--- src/hdl/b64_pkg.sv ---
// ----------------------------------------------------------------------------
// b64_pkg - shared types and tables for the base64 codec
// Job descriptor passed from front to back, queue sizing, alphabet mapping.
// ----------------------------------------------------------------------------
`default_nettype none

package b64_pkg;

  // job queue between front and back
  localparam int JobQDepth = 2;
  localparam int JobQPtrW  = (JobQDepth > 1) ? $clog2(JobQDepth) : 1;
  localparam int JobQCntW  = $clog2(JobQDepth + 1);

  localparam logic [7:0] PadChar = 8'h3D;  // '='

  typedef enum logic {
    ModeEncode = 1'b0,
    ModeDecode = 1'b1
  } codec_mode_e;

  // one item's worth of work: up to two data values, then pads
  typedef struct packed {
    logic [1:0][7:0] data;
    logic [1:0]      n_data;
    logic [1:0]      n_pad;
    logic            msg_end;
    logic            halted;
  } job_t;

  typedef struct packed {
    logic full;
    logic empty;
  } jobq_stat_t;

  // 6-bit value to alphabet character
  function automatic logic [7:0] enc_char(input logic [5:0] s);
    logic [7:0] w;
    w = {2'b00, s};
    if (s < 6'd26)      return w + 8'd65;
    else if (s < 6'd52) return w + 8'd71;
    else if (s < 6'd62) return w - 8'd4;
    else if (s == 6'd62) return 8'h2B;
    else                 return 8'h2F;
  endfunction

  // character to {valid, 6-bit value}
  function automatic logic [6:0] dec_sextet(input logic [7:0] c);
    logic [7:0] d;
    d = 8'd0;
    if (c >= 8'h41 && c <= 8'h5A) begin
      d = c - 8'd65;
      return {1'b1, d[5:0]};
    end else if (c >= 8'h61 && c <= 8'h7A) begin
      d = c - 8'd71;
      return {1'b1, d[5:0]};
    end else if (c >= 8'h30 && c <= 8'h39) begin
      d = c + 8'd4;
      return {1'b1, d[5:0]};
    end else if (c == 8'h2B) begin
      return {1'b1, 6'd62};
    end else if (c == 8'h2F) begin
      return {1'b1, 6'd63};
    end else begin
      return 7'd0;
    end
  endfunction

endpackage

`default_nettype wire

--- src/hdl/b64_front.sv ---
// ----------------------------------------------------------------------------
// b64_front - item intake and bit gathering
// Holds mode and message state, turns each accepted item into at most one job.
// ----------------------------------------------------------------------------
`default_nettype none

module b64_front (
  input  wire logic                clk_i,
  input  wire logic                rst_ni,
  input  wire logic                cfg_we_i,
  input  wire logic                cfg_wdata_i,
  input  wire logic                push,
  input  wire logic [7:0]          data_byte_i,
  input  wire logic                byte_present_i,
  input  wire logic                message_end_i,
  input  wire b64_pkg::jobq_stat_t q_stat_i,
  output logic                     q_push_o,
  output b64_pkg::job_t            q_job_o
);

  b64_pkg::codec_mode_e mode_q;
  logic [5:0] buf_q, buf_d;
  logic [1:0] cnt_q, cnt_d;     // pending bits / 2
  logic [1:0] phase_q, phase_d;
  logic       halt_q, halt_d;

  logic        accept;
  logic [11:0] e_wide, d_wide;
  logic [6:0]  sx;
  logic [1:0]  nd, ph_after;
  b64_pkg::job_t job;

  assign accept = push && !q_stat_i.full;
  assign e_wide = {buf_q[3:0], data_byte_i};
  assign sx     = b64_pkg::dec_sextet(data_byte_i);
  assign d_wide = {buf_q, sx[5:0]};

  always_comb begin
    job      = '0;
    nd       = 2'd0;
    buf_d    = buf_q;
    cnt_d    = cnt_q;
    halt_d   = halt_q;
    ph_after = phase_q;
    q_push_o = 1'b0;
    if (mode_q == b64_pkg::ModeEncode) begin
      if (byte_present_i) begin
        unique case (cnt_q)
          2'd0: begin
            job.data[0] = b64_pkg::enc_char(e_wide[7:2]);
            nd    = 2'd1;
            buf_d = {4'd0, e_wide[1:0]};
            cnt_d = 2'd1;
          end
          2'd1: begin
            job.data[0] = b64_pkg::enc_char(e_wide[9:4]);
            nd    = 2'd1;
            buf_d = {2'd0, e_wide[3:0]};
            cnt_d = 2'd2;
          end
          2'd2: begin
            job.data[0] = b64_pkg::enc_char(e_wide[11:6]);
            job.data[1] = b64_pkg::enc_char(e_wide[5:0]);
            nd    = 2'd2;
            buf_d = 6'd0;
            cnt_d = 2'd0;
          end
          2'd3: begin
            // unreachable while encoding
            nd = 2'd0;
          end
        endcase
      end
      if (message_end_i) begin
        // flush leftover bits, zero-filled on the right
        if (cnt_d == 2'd1) begin
          job.data[nd[0]] = b64_pkg::enc_char({buf_d[1:0], 4'd0});
          nd = nd + 2'd1;
        end else if (cnt_d == 2'd2) begin
          job.data[nd[0]] = b64_pkg::enc_char({buf_d[3:0], 2'd0});
          nd = nd + 2'd1;
        end
      end
      ph_after  = phase_q + nd;
      job.n_pad = message_end_i ? (2'd0 - ph_after) : 2'd0;
      q_push_o  = accept && (byte_present_i || message_end_i);
    end else begin
      if (byte_present_i && !halt_q) begin
        if (!sx[6]) begin
          halt_d = 1'b1;
        end else begin
          unique case (cnt_q)
            2'd0: begin
              buf_d = sx[5:0];
              cnt_d = 2'd3;
            end
            2'd3: begin
              job.data[0] = d_wide[11:4];
              nd    = 2'd1;
              buf_d = {2'd0, d_wide[3:0]};
              cnt_d = 2'd2;
            end
            2'd2: begin
              job.data[0] = d_wide[9:2];
              nd    = 2'd1;
              buf_d = {4'd0, d_wide[1:0]};
              cnt_d = 2'd1;
            end
            2'd1: begin
              job.data[0] = d_wide[7:0];
              nd    = 2'd1;
              buf_d = 6'd0;
              cnt_d = 2'd0;
            end
          endcase
        end
      end
      job.halted = halt_d;
      q_push_o   = accept && ((nd != 2'd0) || message_end_i);
    end
    job.n_data  = nd;
    job.msg_end = message_end_i;
    phase_d     = ph_after;
  end

  assign q_job_o = job;

  always_ff @(posedge clk_i or negedge rst_ni) begin
    if (!rst_ni) begin
      mode_q  <= b64_pkg::ModeEncode;
      buf_q   <= 6'd0;
      cnt_q   <= 2'd0;
      phase_q <= 2'd0;
      halt_q  <= 1'b0;
    end else if (cfg_we_i) begin
      mode_q  <= b64_pkg::codec_mode_e'(cfg_wdata_i);
      buf_q   <= 6'd0;
      cnt_q   <= 2'd0;
      phase_q <= 2'd0;
      halt_q  <= 1'b0;
    end else if (accept) begin
      if (message_end_i) begin
        buf_q   <= 6'd0;
        cnt_q   <= 2'd0;
        phase_q <= 2'd0;
        halt_q  <= 1'b0;
      end else begin
        buf_q   <= buf_d;
        cnt_q   <= cnt_d;
        phase_q <= phase_d;
        halt_q  <= halt_d;
      end
    end
  end

endmodule

`default_nettype wire

--- src/hdl/b64_jobq.sv ---
// ----------------------------------------------------------------------------
// b64_jobq - job queue between front and back
// Small FIFO of job descriptors; head is shown while not empty.
// ----------------------------------------------------------------------------
`default_nettype none

module b64_jobq (
  input  wire logic                clk_i,
  input  wire logic                rst_ni,
  input  wire logic                push_i,
  input  wire b64_pkg::job_t       job_i,
  input  wire logic                pop_i,
  output b64_pkg::job_t            head_o,
  output b64_pkg::jobq_stat_t      stat_o
);

  localparam int PtrW = b64_pkg::JobQPtrW;
  localparam int CntW = b64_pkg::JobQCntW;
  localparam logic [PtrW-1:0] LastPtr = PtrW'(b64_pkg::JobQDepth - 1);
  localparam logic [CntW-1:0] FullCnt = CntW'(b64_pkg::JobQDepth);

  b64_pkg::job_t mem_q [b64_pkg::JobQDepth];
  logic [PtrW-1:0] wr_q, rd_q;
  logic [CntW-1:0] cnt_q;
  logic do_push, do_pop;

  assign stat_o.full  = (cnt_q == FullCnt);
  assign stat_o.empty = (cnt_q == '0);
  assign do_push = push_i && !stat_o.full;
  assign do_pop  = pop_i && !stat_o.empty;
  assign head_o  = mem_q[rd_q];

  always_ff @(posedge clk_i) begin
    if (do_push) begin
      mem_q[wr_q] <= job_i;
    end
  end

  always_ff @(posedge clk_i or negedge rst_ni) begin
    if (!rst_ni) begin
      wr_q  <= '0;
      rd_q  <= '0;
      cnt_q <= '0;
    end else begin
      if (do_push) begin
        wr_q <= (wr_q == LastPtr) ? '0 : wr_q + 1'b1;
      end
      if (do_pop) begin
        rd_q <= (rd_q == LastPtr) ? '0 : rd_q + 1'b1;
      end
      if (do_push && !do_pop) begin
        cnt_q <= cnt_q + 1'b1;
      end else if (do_pop && !do_push) begin
        cnt_q <= cnt_q - 1'b1;
      end
    end
  end

endmodule

`default_nettype wire

--- src/hdl/b64_back.sv ---
// ----------------------------------------------------------------------------
// b64_back - result sequencer
// Walks the head job one result per cycle, while the output is popped or empty, into the output register.
// ----------------------------------------------------------------------------
`default_nettype none

module b64_back (
  input  wire logic                clk_i,
  input  wire logic                rst_ni,
  input  wire b64_pkg::job_t       head_i,
  input  wire b64_pkg::jobq_stat_t q_stat_i,
  output logic                     q_pop_o,
  input  wire logic                pop,
  output logic                     empty,
  output logic [7:0]               out_byte_o,
  output logic                     out_present_o,
  output logic                     run_last_o,
  output logic                     message_done_o,
  output logic                     decode_halted_o
);

  logic [2:0] idx_q;
  logic       out_valid_q;
  logic [2:0] total, total_eff;
  logic       is_last, adv;
  logic [7:0] r_byte;
  logic       r_present;

  assign total     = {1'b0, head_i.n_data} + {1'b0, head_i.n_pad};
  assign total_eff = (total == 3'd0) ? 3'd1 : total;
  assign is_last   = (idx_q == total_eff - 3'd1);
  assign adv       = !q_stat_i.empty && (!out_valid_q || pop);
  assign q_pop_o   = adv && is_last;
  assign empty     = !out_valid_q;

  always_comb begin
    if (idx_q < {1'b0, head_i.n_data}) begin
      r_byte    = head_i.data[idx_q[0]];
      r_present = 1'b1;
    end else if (idx_q < total) begin
      r_byte    = b64_pkg::PadChar;
      r_present = 1'b1;
    end else begin
      // end marker with no data
      r_byte    = 8'd0;
      r_present = 1'b0;
    end
  end

  always_ff @(posedge clk_i or negedge rst_ni) begin
    if (!rst_ni) begin
      idx_q       <= 3'd0;
      out_valid_q <= 1'b0;
    end else begin
      if (adv) begin
        idx_q       <= is_last ? 3'd0 : idx_q + 3'd1;
        out_valid_q <= 1'b1;
      end else if (pop) begin
        out_valid_q <= 1'b0;
      end
    end
  end

  always_ff @(posedge clk_i) begin
    if (adv) begin
      out_byte_o      <= r_byte;
      out_present_o   <= r_present;
      run_last_o      <= is_last;
      message_done_o  <= is_last && head_i.msg_end;
      decode_halted_o <= head_i.halted;
    end
  end

endmodule

`default_nettype wire

--- src/hdl/base64_codec.sv ---
// ----------------------------------------------------------------------------
// base64_codec - streaming base64 encoder / decoder, standard alphabet
// Front end gathers bits per item, job queue, back end emits results.
// ----------------------------------------------------------------------------
// Usage: write the mode (0 encode, 1 decode) while the block is idle; a write
// also drops any message in progress. Items enter through push/full and
// results leave through empty/pop. An item is taken whenever the two-entry
// job queue has room, so input runs back to back. The back end sends one
// result per cycle while the output is popped or empty; an item gives one or
// two characters per byte when encoding (four characters per three bytes of
// input on a long run), one byte per character or none when decoding, and up
// to four at a message end with flush and '=' padding. The result rate of one
// per cycle, set by the output register, bounds the sustained throughput.
// Items with no byte and no end give no result; a message end that produces
// nothing gives a single marker result.
// ----------------------------------------------------------------------------
`default_nettype none

module base64_codec (
  input  wire logic       clk_i,
  input  wire logic       rst_ni,
  // mode register
  input  wire logic       cfg_we_i,
  input  wire logic       cfg_wdata_i,
  // item input
  input  wire logic       push,
  output logic            full,
  input  wire logic [7:0] data_byte_i,
  input  wire logic       byte_present_i,
  input  wire logic       message_end_i,
  // results
  output logic            empty,
  input  wire logic       pop,
  output logic [7:0]      out_byte_o,
  output logic            out_present_o,
  output logic            run_last_o,
  output logic            message_done_o,
  output logic            decode_halted_o
);

  b64_pkg::job_t       q_job, q_head;
  b64_pkg::jobq_stat_t q_stat;
  logic                q_push, q_pop;

  assign full = q_stat.full;

  // intake: classify item, update bit buffer, build the job
  b64_front u_front (
    .clk_i          (clk_i),
    .rst_ni         (rst_ni),
    .cfg_we_i       (cfg_we_i),
    .cfg_wdata_i    (cfg_wdata_i),
    .push           (push),
    .data_byte_i    (data_byte_i),
    .byte_present_i (byte_present_i),
    .message_end_i  (message_end_i),
    .q_stat_i       (q_stat),
    .q_push_o       (q_push),
    .q_job_o        (q_job)
  );

  // decouples intake from result delivery
  b64_jobq u_jobq (
    .clk_i  (clk_i),
    .rst_ni (rst_ni),
    .push_i (q_push),
    .job_i  (q_job),
    .pop_i  (q_pop),
    .head_o (q_head),
    .stat_o (q_stat)
  );

  // expands each job into results, one per cycle while the output is popped or empty
  b64_back u_back (
    .clk_i           (clk_i),
    .rst_ni          (rst_ni),
    .head_i          (q_head),
    .q_stat_i        (q_stat),
    .q_pop_o         (q_pop),
    .pop             (pop),
    .empty           (empty),
    .out_byte_o      (out_byte_o),
    .out_present_o   (out_present_o),
    .run_last_o      (run_last_o),
    .message_done_o  (message_done_o),
    .decode_halted_o (decode_halted_o)
  );

  // front never writes a job into a full queue
  assert property (@(posedge clk_i) disable iff (!rst_ni) q_push |-> !q_stat.full)
    else $error("job written into full queue");

  // back only retires a job that is there
  assert property (@(posedge clk_i) disable iff (!rst_ni) q_pop |-> !q_stat.empty)
    else $error("job retired from empty queue");

  // message end closes the item's run
  assert property (@(posedge clk_i) disable iff (!rst_ni)
    (!empty && message_done_o) |-> run_last_o)
    else $error("message done without run last");

  // a marker result only closes a message
  assert property (@(posedge clk_i) disable iff (!rst_ni)
    (!empty && !out_present_o) |-> (message_done_o && out_byte_o == 8'd0))
    else $error("marker result outside message end");

endmodule

`default_nettype wire
--- config.mk ---
export PLATFORM = sky130hd
export DESIGN_NAME = base64_codec
export DESIGN_NICKNAME = d
export VERILOG_FILES = /design/src/hdl/b64_pkg.sv /design/src/hdl/b64_front.sv /design/src/hdl/b64_jobq.sv /design/src/hdl/b64_back.sv /design/src/hdl/base64_codec.sv
export SDC_FILE = /design/constraint.sdc
export NUM_CORES = 1
export LEC_CHECK = 0
export BUFFER_PORTS_ARGS = -buffer_cell sky130_fd_sc_hd__buf_2
export CAP_MARGIN = 20
export CORE_MARGIN = 4
export CORE_UTILIZATION = 55
export CTS_CLUSTER_DIAMETER = 150
export CTS_CLUSTER_SIZE = 12
export DETAILED_ROUTE_END_ITERATION = 6
export PLACE_DENSITY = 0.72
export SLEW_MARGIN = 20
export SYNTH_ARGS = -nofsm -noshare
export SYNTH_HDL_FRONTEND = slang
export SYNTH_SLANG_ARGS = --single-unit
--- constraint.sdc ---
create_clock -name clk_i -period 4.6 [get_ports clk_i]
set_clock_uncertainty 0.2 [all_clocks]
set_input_delay 0.23 -clock clk_i [delete_from_list [all_inputs] [get_ports clk_i]]
set_output_delay 0.23 -clock clk_i [all_outputs]
set_load 0.005 [all_outputs]
==> summary by stage, run 1 <==
Status
The flow ran to the end, but the final reports show violations. The checks that failed: design-rule violations.

Synthesis
The post-synthesis area per instance is 8.901 um^2. In the post-synthesis netlist, the biggest area contributors are edfxtp_1 25%, dfrtp_1 7.5%, ha_1 7.3%, nand2_1 3.9%, a21oi_1 3.4%. Summing every instance area after synthesis gives 6703 um^2. In this run the biggest area consumer among cell types represents 25.09% of the synthesized area.

Counting every net in the synthesized netlist gives 809. The post-synthesis instance total is 753. The count of cell types in the netlist is 93. Synthesis inferred 76 register bits. Counting flops with a built-in enable in the synthesized netlist gives 56. Of all flip-flops after synthesis, the portion carrying an async set or reset was 26.32%. The sequential area share after synthesis is 32.56%. For this run, the leading register cell type out of synthesis is edfxtp_1. Yosys printed 0 warnings.

The synthesized design spends more area on one cell type than any other, namely edfxtp_1. Sorting the synthesized cells by how often they occur yields 69 x nand2_1, 56 x edfxtp_1, 50 x nor2_1, 45 x a21oi_1, 40 x nand3_1. By instance count, the leading cell after synthesis is nand2_1.

Layout
The finished layout holds 918 standard cells, fillers aside. The post-route netlist has 13.36% of its cells at a drive strength greater than 1. The layout has 996 filler cells. The signed area change from the synthesized netlist to the final layout is 9.987%. The antenna diode count is 0.

The post-layout instance area is 7372 um^2. The post-layout net count is 822.

Global route
The first global-routing pass estimated 32550 um of wire. Global routing used 28.95% of the available tracks across all layers. The routing layer with the top usage in global route is met2. The fraction of met1 tracks used by global routing is 38.45%.

Summed over all layers, the global routing overflow is 0. Entering global routing, the biggest net connects 26 pins. The number of global-route vias before repair is 5985. The initial antenna violation count is 1. The met3 track utilization from global routing is 6.364%. The met2 usage is 46.30%.

Drt
In the routed design, unresolved DRC markers number 1. The number of violations reported at the end of detailed-routing iteration 0 is 652. The post-detailed-route wirelength per cell is 22.13 um. The detailed-route via count is 6361.

The overall routed net length is 20310 um. The count of nets left with antenna violations once routing finished came out at 0. The via-per-instance ratio is 6.929. The first TritonRoute pass finished after 7 iterations.

STA
The total count of hold-check failures in the final report came to 0. The count of final setup violators is 0. The worst relative slew slack is 39.89%. Static timing analysis puts the maximum clock frequency at 253.1 MHz.

The minimum period implied by the final worst setup slack is 3.952 ns. The number of max-slew violations in the final report is 0. Setup repair after global routing left no endpoint under its margin. Summed over all failing endpoints, the final setup total negative slack is 0 ns. For the pin with the worst max-slew slack, the measured transition is 0.8998 ns. The period utilization is 85.91%.

Placement
Once detailed placement completed, the half-perimeter wirelength came to 15200 um. During placement, the flow inserted port buffers numbering 29. The congestion estimate from routability-driven global placement came to 0.9662. The cell total after placement is 896. The placement-stage cell area is 6945 um^2.

Pwr
The worst vdd rail ir drop is 0.0002158 V. Power spread over the standard cell area amounts to 474.2 nW/um^2. The static leakage is 2.833 nW.

Floorplanning
The height of the die is 118.4 um. 30 I/O pins were placed. The core region is 11960 um^2. The number of cell rows is 40. The horizontal die dimension is 118.4 um. The initial standard-cell utilization of the core is 56.04%. The die covers 14020 um^2.

Job
The count of max-cap constraint violations is 0.

Clocking
TritonCTS built the clock tree. Clock-pin slew was measured on the worst setup and hold paths at 0.06 ns. The clock insertion delay at the later pin of the skew report is 0.33 ns. The buffer levels on the longest clock path is 2.

The root buffer cell chosen for the clock tree is clkbuf_16. The number of buffers created by CTS is 9. CTS saw 76 sinks.

The number of buffers inserted to repair setup after CTS is 0. The CTS H-tree depth is 3.

Critical path
The worst setup path is launched from a flop. The critical path required time is 4.66 ns. Along the worst path, the maximum fanout reaches 8.

The critical path start-end classification is reg -> reg. The data arrival time at the worst-slack endpoint is 4.01 ns. The worst setup path is captured at a flop.

Min path
The worst hold path belongs to the class in -> reg.
## stage by stage
stage | total power [mW] | hold WS [ns] | setup WS (ns) | util, %
3_5_place_dp | 2.613 | 0.02282 | 0.6564 | 58.06
2_1_floorplan | 2.202 | -0.2656 | 0.4501 | -
3_3_place_gp | 2.582 | 0.004138 | 0.7180 | 58.06
6_report | 3.496 | 0.1148 | 0.6483 | 61.63
5_1_grt | 3.727 | 0.1111 | 0.2683 | 61.63
4_1_cts | 3.489 | 0.09765 | 0.6196 | 61.63
## worst max-delay path: stages (launching register included)
cell     delay (ns)
dfrtp_1        0.61
buf_4          0.28
mux2i_1        0.32
fa_1           0.51
a21oi_1        0.23
ha_1           0.20
xor2_1         0.17
xnor2_1        0.11
nor3_1         0.40
nand2_1        0.17
ha_1           0.25
xor2_1         0.15
nor2_1         0.12
xor2_1         0.16
## where the power goes
part | total, mW | internal, mW | switching, mW
combinational | 1.51 | 0.611 | 0.896
sequential | 1.13 | 0.986 | 0.141
clock | 0.862 | 0.587 | 0.275
total | 3.50 | 2.18 | 1.31
## placed cells by master, fill, tap and decap left out, types with 5 or more instances in the layout
cell           Yosys  layout
nor2_1            50      50
nand2_1           69      69
o21ai_0           37      37
inv_1             37      37
and3_1            12      12
o21ai_1            7       7
buf_2             11      29
nor3_1            19      19
nand3_1           40      40
a31oi_1           21      21
a21o_1            10      10
nand4_1            6       6
edfxtp_1          56      56
dfrtp_1           20      20
o31ai_1            8       8
o311ai_0           5       5
a211oi_1          10      10
mux2i_1            8       8
dlygate4sd3_1      0       6
mux4_2             8       8
xor2_1             6       6
clkbuf_16          0       9
a21oi_1           45      45
xnor2_1           16      16
nor2b_1            8       7
mux2_2             9       9
or3_1              6       6
o221ai_1           6       6
and2_1             7       7
nand2b_1          14      14
o211ai_1          17      17
ha_1              39      39
buf_4              3      16
## worst paths after layout
path	from	endpoint	slack (ns)	depth (start not counted)
max	u_jobq.rd_q	u_jobq.cnt_q[1]	0.65	13
min	message_end_i	u_jobq.mem_q[1][1]	0.11	1
max reg2reg	u_jobq.rd_q	u_jobq.cnt_q[1]	0.65	13
min reg2reg	u_jobq.wr_q	u_jobq.wr_q	0.30	1
max in group asynchronous	rst_ni	u_front.halt_q	3.67	2
min in group asynchronous	rst_ni	u_front.cnt_q[1]	0.19	2
## logic make-up after synthesis
| family | synth area share [%] |
|---|---|
| fa+ha+maj | 7.579 |
| flops | 32.56 |
| xor+xnor | 2.875 |
| compound gates | 26.51 |
| buf+inv | 5.357 |
| simple gates | 19.15 |
| mux | 5.974 |
## layout make-up
cell class	instances	area, um^2	area share [%]
multi-input cells	588	4164	56.48
well taps	147	183.9	2.495
inverters	40	150.1	2.037
flip-flops and latches	76	2182	29.60
repair buffers	51	325.3	4.413
clock inverters	6	137.6	1.867
clock buffers	10	229.0	3.106
## registers in the layout, summed over array words and instances, names as in the netlist
name	count
u_jobq.mem_q	44
u_back.out_byte_o	8
u_front.buf_q	6
u_back.idx_q	3
u_front.cnt_q	2
u_front.phase_q	2
u_jobq.cnt_q	2
u_back.decode_halted_o	1
u_back.message_done_o	1
u_back.out_present_o	1
u_back.out_valid_q	1
u_back.run_last_o	1
u_front.halt_q	1
u_front.mode_q	1
u_jobq.rd_q	1
u_jobq.wr_q	1
## routing by layer
layer	wire (um)	part of all wire (%)	up-vias
met3	1930	9.5	67
met1	8126	40	3010
met4	823	4.1	2
met5	24	0.12	-
met2	9407	46	393
li1	-	-	2889
## what timing repair did
action                                  4_1_cts  5_1_grt
endpoints found under the setup margin        0        0
hold buffers                                  6        0
hold endpoints to repair                     24        0
resized for setup                             0        0
(Power assumes the default switching activity.)
==> inputs of run 2 (changes only) <==
- clock period: 4.6 -> 3.9 ns (I/O delays scaled with it)
==> summary by stage, run 2 (synthesized netlist as in run 1, its figures left out) <==
Critical path
The critical path required time came to 3.95 ns (-0.71 ns). Walking the worst path, the cells encountered are mux2_2 > ha_1 > inv_1 > fa_1 > a21oi_2 > ha_1 > xor2_1 > xnor2_1 > nor3_2 > nand2_1 > ha_1 > xor2_1 > nor2_1 > xor2_1. The maximum fanout count along the critical path is 4 (-4). The setup slack of the worst register-to-register path is 0.28 ns (-0.37 ns). The data arrival time at the worst-slack endpoint came to 3.67 ns (-0.34 ns). The critical path start-end classification is reg -> reg. The number of cells on the worst reg-to-reg path is 14 (+1). The delay contributed by the slowest stage of the critical path is 0.47 ns (-0.14 ns). The launch instance of the worst register-to-register path is u_jobq.rd_q. The highest-delay cell along the critical path is fa_1. The worst setup path is launched from a flop. The kind of capture point of the worst setup path is a flop. In this run the critical register-to-register path is captured at u_jobq.cnt_q[1].

STA
The count of final setup violators is 0 (unchanged). The total count of hold-check failures in the final report came to 0 (unchanged). The worst relative slew slack came to 51.37% (+11 points). The number of max-slew violations in the final report is 0 (unchanged). The tightest hold margin was 0.07675 ns (-0.03808 ns). Setup repair after global routing left no endpoint under its margin. The minimum period implied by the final worst setup slack is 3.620 ns (-0.3319 ns). The timing-limited maximum frequency is 276.3 MHz (+9.2%). The period utilization is 92.81% (+6.9 points). The transition time at the pin with the least slew margin was 0.7239 ns (-0.1759 ns).

Clocking
The CTS H-tree depth is 3 (unchanged). The buffer levels on the longest clock path was 2 (unchanged). The clock slew seen by the registers of the worst setup and hold paths came to 0.06 ns (about the same). TritonCTS built the clock tree.

The clock insertion delay at the later pin of the skew report came to 0.34 ns (about the same). The number of sinks on the clock net is 76 (unchanged). The number of buffers created by CTS was 9 (unchanged).

The root cell of the clock tree is clkbuf_16.

Floorplanning
The area of the core is 11960 um^2 (unchanged). The die footprint came to 14020 um^2 (unchanged). The initial standard-cell utilization of the core was 56.04% (unchanged).

The horizontal die dimension is 118.4 um (unchanged). The height of the die is 118.4 um (unchanged). The number of cell rows is 40 (unchanged).

The number of ports placed on the die boundary came to 30 (unchanged).

Global route
The global-route usage over all layers came to 29.48% (+0.53 points). The pin count of the biggest net entering global routing is 23 (-12%). The global-route wire length before repair is 33180 um (+1.9%). The total global routing overflow came to 0 (unchanged). The initial antenna violation count is 0 (-1). The number of global-route vias before repair is 6051 (+1.1%).

Layout
Relative to the synthesized area, the layout overhead comes to 13.29%. The top cell types in the final layout, fill and taps aside, are 69 x nand2_1, 56 x edfxtp_1, 50 x nor2_1. The ratio of cells with drive above 1 in the final layout is 17.27% (+3.9 points). The register name with the most flops is u_jobq.mem_q.

The post-layout net count came to 856 (+4.1%). The antenna diode count is 0 (unchanged). The filler cell count was 1000 (+0.40%). The largest registers in the layout are u_jobq.mem_q (44), u_back.out_byte_o (8), u_front.buf_q (6).

The library cell used most frequently in the layout, excluding fill and tap cells, is nand2_1. The number of flip-flops in the largest register is 44 (unchanged).

Drt
The overall routed net length came to 20780 um (+2.3%). The number of violations reported at the end of detailed-routing iteration 0 is 918 (+41%). The post-detailed-route wirelength per cell is 21.82 um (-1.4%). The detailed-route via count is 6523 (+2.5%). The post-detailed-route count of antenna-violating nets is 0 (unchanged). The DRC violations left is 0 (-1). The via-per-instance ratio is 6.852 (-1.1%).

The length of the first detailed-routing pass in iterations is 6 (-1).

Min path
The worst min-delay path class is in -> reg. The capture endpoint of the worst hold path is u_jobq.mem_q[0][1]. The number of stages on the worst hold path was 1 (unchanged). The worst min-delay path startpoint is message_end_i.

Pwr
The sum of internal, switching and leakage power is 4.082 mW (+17%). The worst vdd rail ir drop was 0.0003188 V (+48%). The static leakage is 2.961 nW (+4.5%). The power density over the cells came to 537.6 nW/um^2 (+13%).

Placement
The routability congestion estimate came to 1.068 (+10%). The post-detailed-placement half-perimeter wirelength is 15880 um (+4.5%). The number of port buffers is 29 (unchanged).

Job
The count of max-cap constraint violations was 0 (unchanged).

Status
The flow ran to the end, and the final reports show no timing, DRC or antenna violations.
-- run 2: cell count changes in the layout (fill, tap and decap cells not counted), moves of 2 or more --
cell        change
buf_4          +32
clkinvlp_4      +2
clkinv_4        -2
bufinv_16       -3
clkbuf_8        +2
mux2i_2         +2
mux2i_1         -2
-- run 2: area by class of cell --
class | instances | area [um^2] | area share (%)
clock buffer | 13 | 260.3 | 3.427
timing repair buffer | 85 | 586.8 | 7.728
multi-input combinational | 588 | 4185 | 55.12
clock inverter | 3 | 45.04 | 0.5932
inverter | 40 | 150.1 | 1.977
sequential | 76 | 2182 | 28.74
tap | 147 | 183.9 | 2.422
-- run 2: how the worst max path moves through the flow --
stage	depth (start not counted)	slack, ns	from	to
2_1_floorplan	16	-0.04	u_jobq.rd_q	u_jobq.cnt_q[1]
3_3_place_gp	13	0.40	u_jobq.rd_q	u_jobq.cnt_q[1]
3_5_place_dp	13	0.13	u_jobq.rd_q	u_jobq.cnt_q[1]
4_1_cts	13	0.10	u_jobq.rd_q	u_jobq.cnt_q[1]
5_1_grt	14	0.03	u_jobq.rd_q	u_jobq.cnt_q[1]
6_report	14	0.28	u_jobq.rd_q	u_jobq.cnt_q[1]
-- run 2: metrics by stage --
stage | TNS (ns) | utilization [%] | cell area, um^2 | cells | worst slack, ns
2_1_floorplan | -0.04460 | - | 6706 | 753 | -0.04460
3_3_place_gp | 0 | 60.14 | 7193 | 929 | 0.4020
3_5_place_dp | 0 | 60.14 | 7193 | 929 | 0.1326
4_1_cts | 0 | 63.27 | 7569 | 952 | 0.1049
5_1_grt | 0 | 63.48 | 7594 | 952 | 0.03036
6_report | 0 | 63.48 | 7594 | 952 | 0.2802
-- run 2: layer usage --
metal,up-vias,global-route usage [%],part of all wire (%)
li1,2957,-,-
met1,3115,39.55,41
met2,378,47.48,47
met3,73,4.689,7.6
met4,0,12.45,4.3
met5,-,0,0
-- run 2: repair_timing --
action / in CTS / in global routing
endpoints found under the setup margin: 0 / 2
resized for setup: 0 / 5
endpoints found under the hold margin: 24 / 0
buffers inserted: 0 / 0
hold buffers: 7 / 0
-- run 2: power breakdown --
group          leakage (nW)  internal, mW  total [mW]  switching, mW
Clock                 0.142         0.531       0.845          0.314
Combinational          2.04         0.794        1.92           1.13
Sequential            0.778          1.16        1.32          0.154
Total                  2.96          2.49        4.08           1.59
-- run 2: critical path: cells and delay by family, from the launching register on --
family          cells  cell delay (ns)
simple gates        3             0.47
buf+inv             1             0.07
compound gates      1             0.20
xor+xnor            4             0.66
fa+ha+maj           4             1.10
mux                 1             0.38
flops               1             0.44
==> inputs of run 3 (changes only) <==
- SYNTH_HIERARCHICAL: not set -> 1
==> summary by stage, run 3 <==
Clocking
The buffer levels on the longest clock path was 2 (unchanged). TritonCTS built the clock tree. The number of buffers created by CTS came to 9 (unchanged).

The number of buffers inserted to repair setup after CTS is 0 (unchanged). The tree is rooted in a clkbuf_16. The CTS H-tree depth is 3 (unchanged). The number of sinks on the clock net is 76 (unchanged). The clock insertion delay at the later pin of the skew report came to 0.34 ns (about the same). The clock slew seen by the registers of the worst setup and hold paths is 0.06 ns (about the same).

Placement
The post-placement worst setup slack is 0.2967 ns (+0.1641 ns). The post-detailed-placement half-perimeter wirelength came to 15320 um (-3.6%). The cell total after placement was 949 (+2.2%). The number of port buffers is 29 (unchanged). The routability congestion estimate was 0.9590 (-10%). The placement-stage cell area is 7154 um^2 (-0.54%).

Global route
The global-route wire length before repair was 33110 um (-0.19%). The met2 usage was 43.24% (-4.2 points). The total global routing overflow came to 0 (unchanged). The initial antenna violation count was 0 (unchanged).

The global-route usage over all layers is 28.98% (-0.50 points). The fraction of met1 tracks used by global routing is 42.46% (+2.9 points). The pin count of the biggest net entering global routing is 24 (+4.3%).

The number of global-route vias before repair is 6093 (+0.69%). The met3 track utilization from global routing was 6.125% (+1.4 points). The routing layer with the top usage in global route is met2.

Layout
The final standard cell utilization of the core came to 62.60% (-0.88 points). Compared with the post-synthesis result, the final layout area differs by 10.79%. The antenna diode count came to 0 (unchanged). In the final layout, the registers with the most flip-flops are u_jobq/mem_q (44), u_back/out_byte_o (8), u_front/buf_q (6). The ratio of cells with drive above 1 in the final layout is 15.67% (-1.6 points). The most frequent standard cell in the layout excluding fill and tap cells is nand2_1. The library cells used most frequently in the layout, excluding fill and tap cells, are 68 x nand2_1, 56 x a21oi_1, 56 x edfxtp_1. The register name with the most flops is u_jobq/mem_q. The post-layout net count is 858 (+0.23%).

The number of non-filler instances in the completed layout was 972 (+2.1%). The number of flip-flops in the largest register is 44 (unchanged). The post-layout instance area is 7551 um^2 (-0.56%). The filler cell count is 1031 (+3.1%).

Critical path
The worst setup path is launched from a flop. The worst setup path is captured at a flop. The maximum fanout count along the critical path is 10 (+6). The data arrival time at the worst-slack endpoint is 3.62 ns (-0.05 ns). The critical path required time is 3.88 ns (-0.07 ns). The critical path start-end classification is reg -> reg. The dominant delay contributor by cell family on the critical path is compound AO/OA/AOI/OAI gates. The sum of buffers and inverters on the critical path was 2 (+1). The highest-delay cell along the critical path is dfrtp_1.

The dominant cell type by count on the critical path is nor2_1. The delay contributed by the slowest stage of the critical path is 0.52 ns (+0.05 ns). The critical path goes through inv_1 > ha_1 > nor2_1 > nor2_1 > a22oi_1 > inv_1 > ha_1 > a21boi_0 > nor3_1 > a221oi_1 > a22oi_1 > nor2_1.

Synthesis
The post-synthesis area per instance came to 8.771 um^2 (-1.5%). The sequential area share after synthesis is 32.02% (-0.54 points). The portion of synthesized cell area occupied by the leading cell type is 24.67% (-0.41 points). The cell type with the largest total area after synthesis is edfxtp_1. The post-synthesis instance total is 777 (+3.2%).

Yosys attributes the largest share of cell area to edfxtp_1 25%, ha_1 7.7%, dfrtp_1 7.3%, mux2_2 4.1%, a21oi_1 4.1%. The commonest cells after synthesis are 68 x nand2_1, 56 x a21oi_1, 56 x edfxtp_1, 56 x nor2_1, 46 x clkbuf_1. The total of warnings raised by yosys is 6 (+6). The count of cell types in the netlist was 86 (-7.5%). The post-synthesis register bit count is 76 (unchanged). The count of flip-flops with a built-in enable after synthesis was 56 (unchanged). The dominant cell by count in the synthesized netlist is nand2_1.

The post-synthesis async set-or-reset flop share is 26.32% (unchanged). The netlist area before placement came to 6815 um^2 (+1.7%). The net count after synthesis is 836 (+3.3%). The most common flop cell mapped by yosys is edfxtp_1.

STA
The timing-limited maximum frequency is 274.3 MHz (-0.70%). The total count of hold-check failures in the final report was 0 (unchanged). Setup repair after global routing left no endpoint under its margin.

The number of max-slew violations in the final report was 0 (unchanged). The worst relative slew slack is 52.08% (+0.71 points). The count of final setup violators was 0 (unchanged).

The worst path setup slack after routing was 0.2548 ns (-0.02544 ns). The transition time at the pin with the least slew margin is 0.7188 ns (-0.005146 ns). The period utilization is 93.47% (+0.65 points).

The minimum period implied by the final worst setup slack is 3.645 ns (+0.02544 ns). The final sum of negative setup slack is 0 ns (unchanged).

Drt
The overall routed net length came to 20650 um (-0.62%). The post-detailed-route wirelength per cell came to 21.24 um (-2.7%). The detailed-route via count was 6481 (-0.64%).

The length of the first detailed-routing pass in iterations was 7 (+1). The DRC violations left came to 3 (+3). The via-per-instance ratio came to 6.668 (-2.7%). The post-detailed-route count of antenna-violating nets is 0 (unchanged).

The number of violations reported at the end of detailed-routing iteration 0 is 1011 (+10%).

Floorplanning
The area of the core is 12060 um^2 (+0.84%). The die footprint is 14240 um^2 (+1.6%). The horizontal die dimension is 119.3 um (+0.78%). The height of the die is 119.3 um (+0.78%). The number of cell rows is 40 (unchanged). The number of ports placed on the die boundary is 30 (unchanged). The initial standard-cell utilization of the core is 56.50% (+0.47 points).

Status
The flow ran to the end, but the final reports show violations. The checks that failed: design-rule violations.

Pwr
The power density over the cells is 537.2 nW/um^2 (about the same). The static leakage is 2.974 nW (+0.42%). The worst vdd rail ir drop is 0.0005060 V (+59%).

Min path
In this run the worst hold path is classified as in -> reg.

Job
The count of max-cap constraint violations is 0 (unchanged).
-- run 3: per-stage QoR --
stage | hold slack, ns | power (mW)
detailed placement | -0.002238 | 3.119
floorplan | -0.3006 | 2.653
global route | 0.05669 | 4.319
global placement | -0.01399 | 3.063
CTS | 0.04450 | 4.042
finish | 0.06110 | 4.057
-- run 3: area by class of cell --
| class | instances | area [um^2] | area share [%] |
|---|---|---|---|
| repair buffers | 69 | 462.9 | 6.131 |
| clock buffers | 9 | 225.2 | 2.983 |
| clock inverters | 7 | 98.84 | 1.309 |
| multi-input cells | 605 | 4228 | 55.99 |
| inverters | 38 | 142.6 | 1.889 |
| flip-flops and latches | 76 | 2183 | 28.91 |
| well taps | 168 | 210.2 | 2.784 |
-- run 3: layer usage --
layer,up-vias,part of all wire [%]
met2,330,44
met5,-,0
met3,53,8.5
met4,0,2.6
met1,3130,44
li1,2968,-
-- run 3: final timing paths --
kind,from,endpoint,slack (ns),cells past startpoint
max in group asynchronous,rst_ni,u_jobq/rd_q,2.90,2
hold / removal,message_end_i,u_jobq/mem_q[1][1],0.06,1
setup / recovery,u_front/cnt_q[0],u_jobq/mem_q[0][17],0.25,12
min in group asynchronous,rst_ni,u_back/idx_q[0],0.22,2
hold reg to reg,u_jobq/cnt_q[1],u_jobq/cnt_q[1],0.32,1
setup reg to reg,u_front/cnt_q[0],u_jobq/mem_q[0][17],0.25,12
-- run 3: power by group --
part	total (mW)	switching [mW]	internal (mW)
sequential	1.32	0.163	1.16
clock	0.900	0.335	0.565
combinational	1.84	1.08	0.755
-- run 3: cell families (layout without fill, tap and decap cells) --
kind of cell	count (synthesis)	in the layout	synth area share [%]
AND/OR/NAND/NOR	251	251	18.84
adder cells (fa/ha/maj)	43	43	8.004
flip-flops	76	76	32.02
buffers and inverters	96	123	6.077
AO/OA/AOI/OAI	256	256	26.66
XOR/XNOR	19	19	2.662
multiplexers	36	36	5.746
-- run 3: worst reg2reg max path, stage by stage, from the launching register on --
cell and delay, ns:
dfrtp_1 0.52, inv_1 0.16, ha_1 0.34, nor2_1 0.18
nor2_1 0.08, a22oi_1 0.20, inv_1 0.14, ha_1 0.26
a21boi_0 0.52, nor3_1 0.15, a221oi_1 0.41, a22oi_1 0.17
nor2_1 0.16
-- run 3: repair_timing --
item	4_1_cts	5_1_grt
endpoints found under the hold margin	24	0
setup endpoints to repair	0	2
hold buffers	7	0
gates resized for setup	0	2
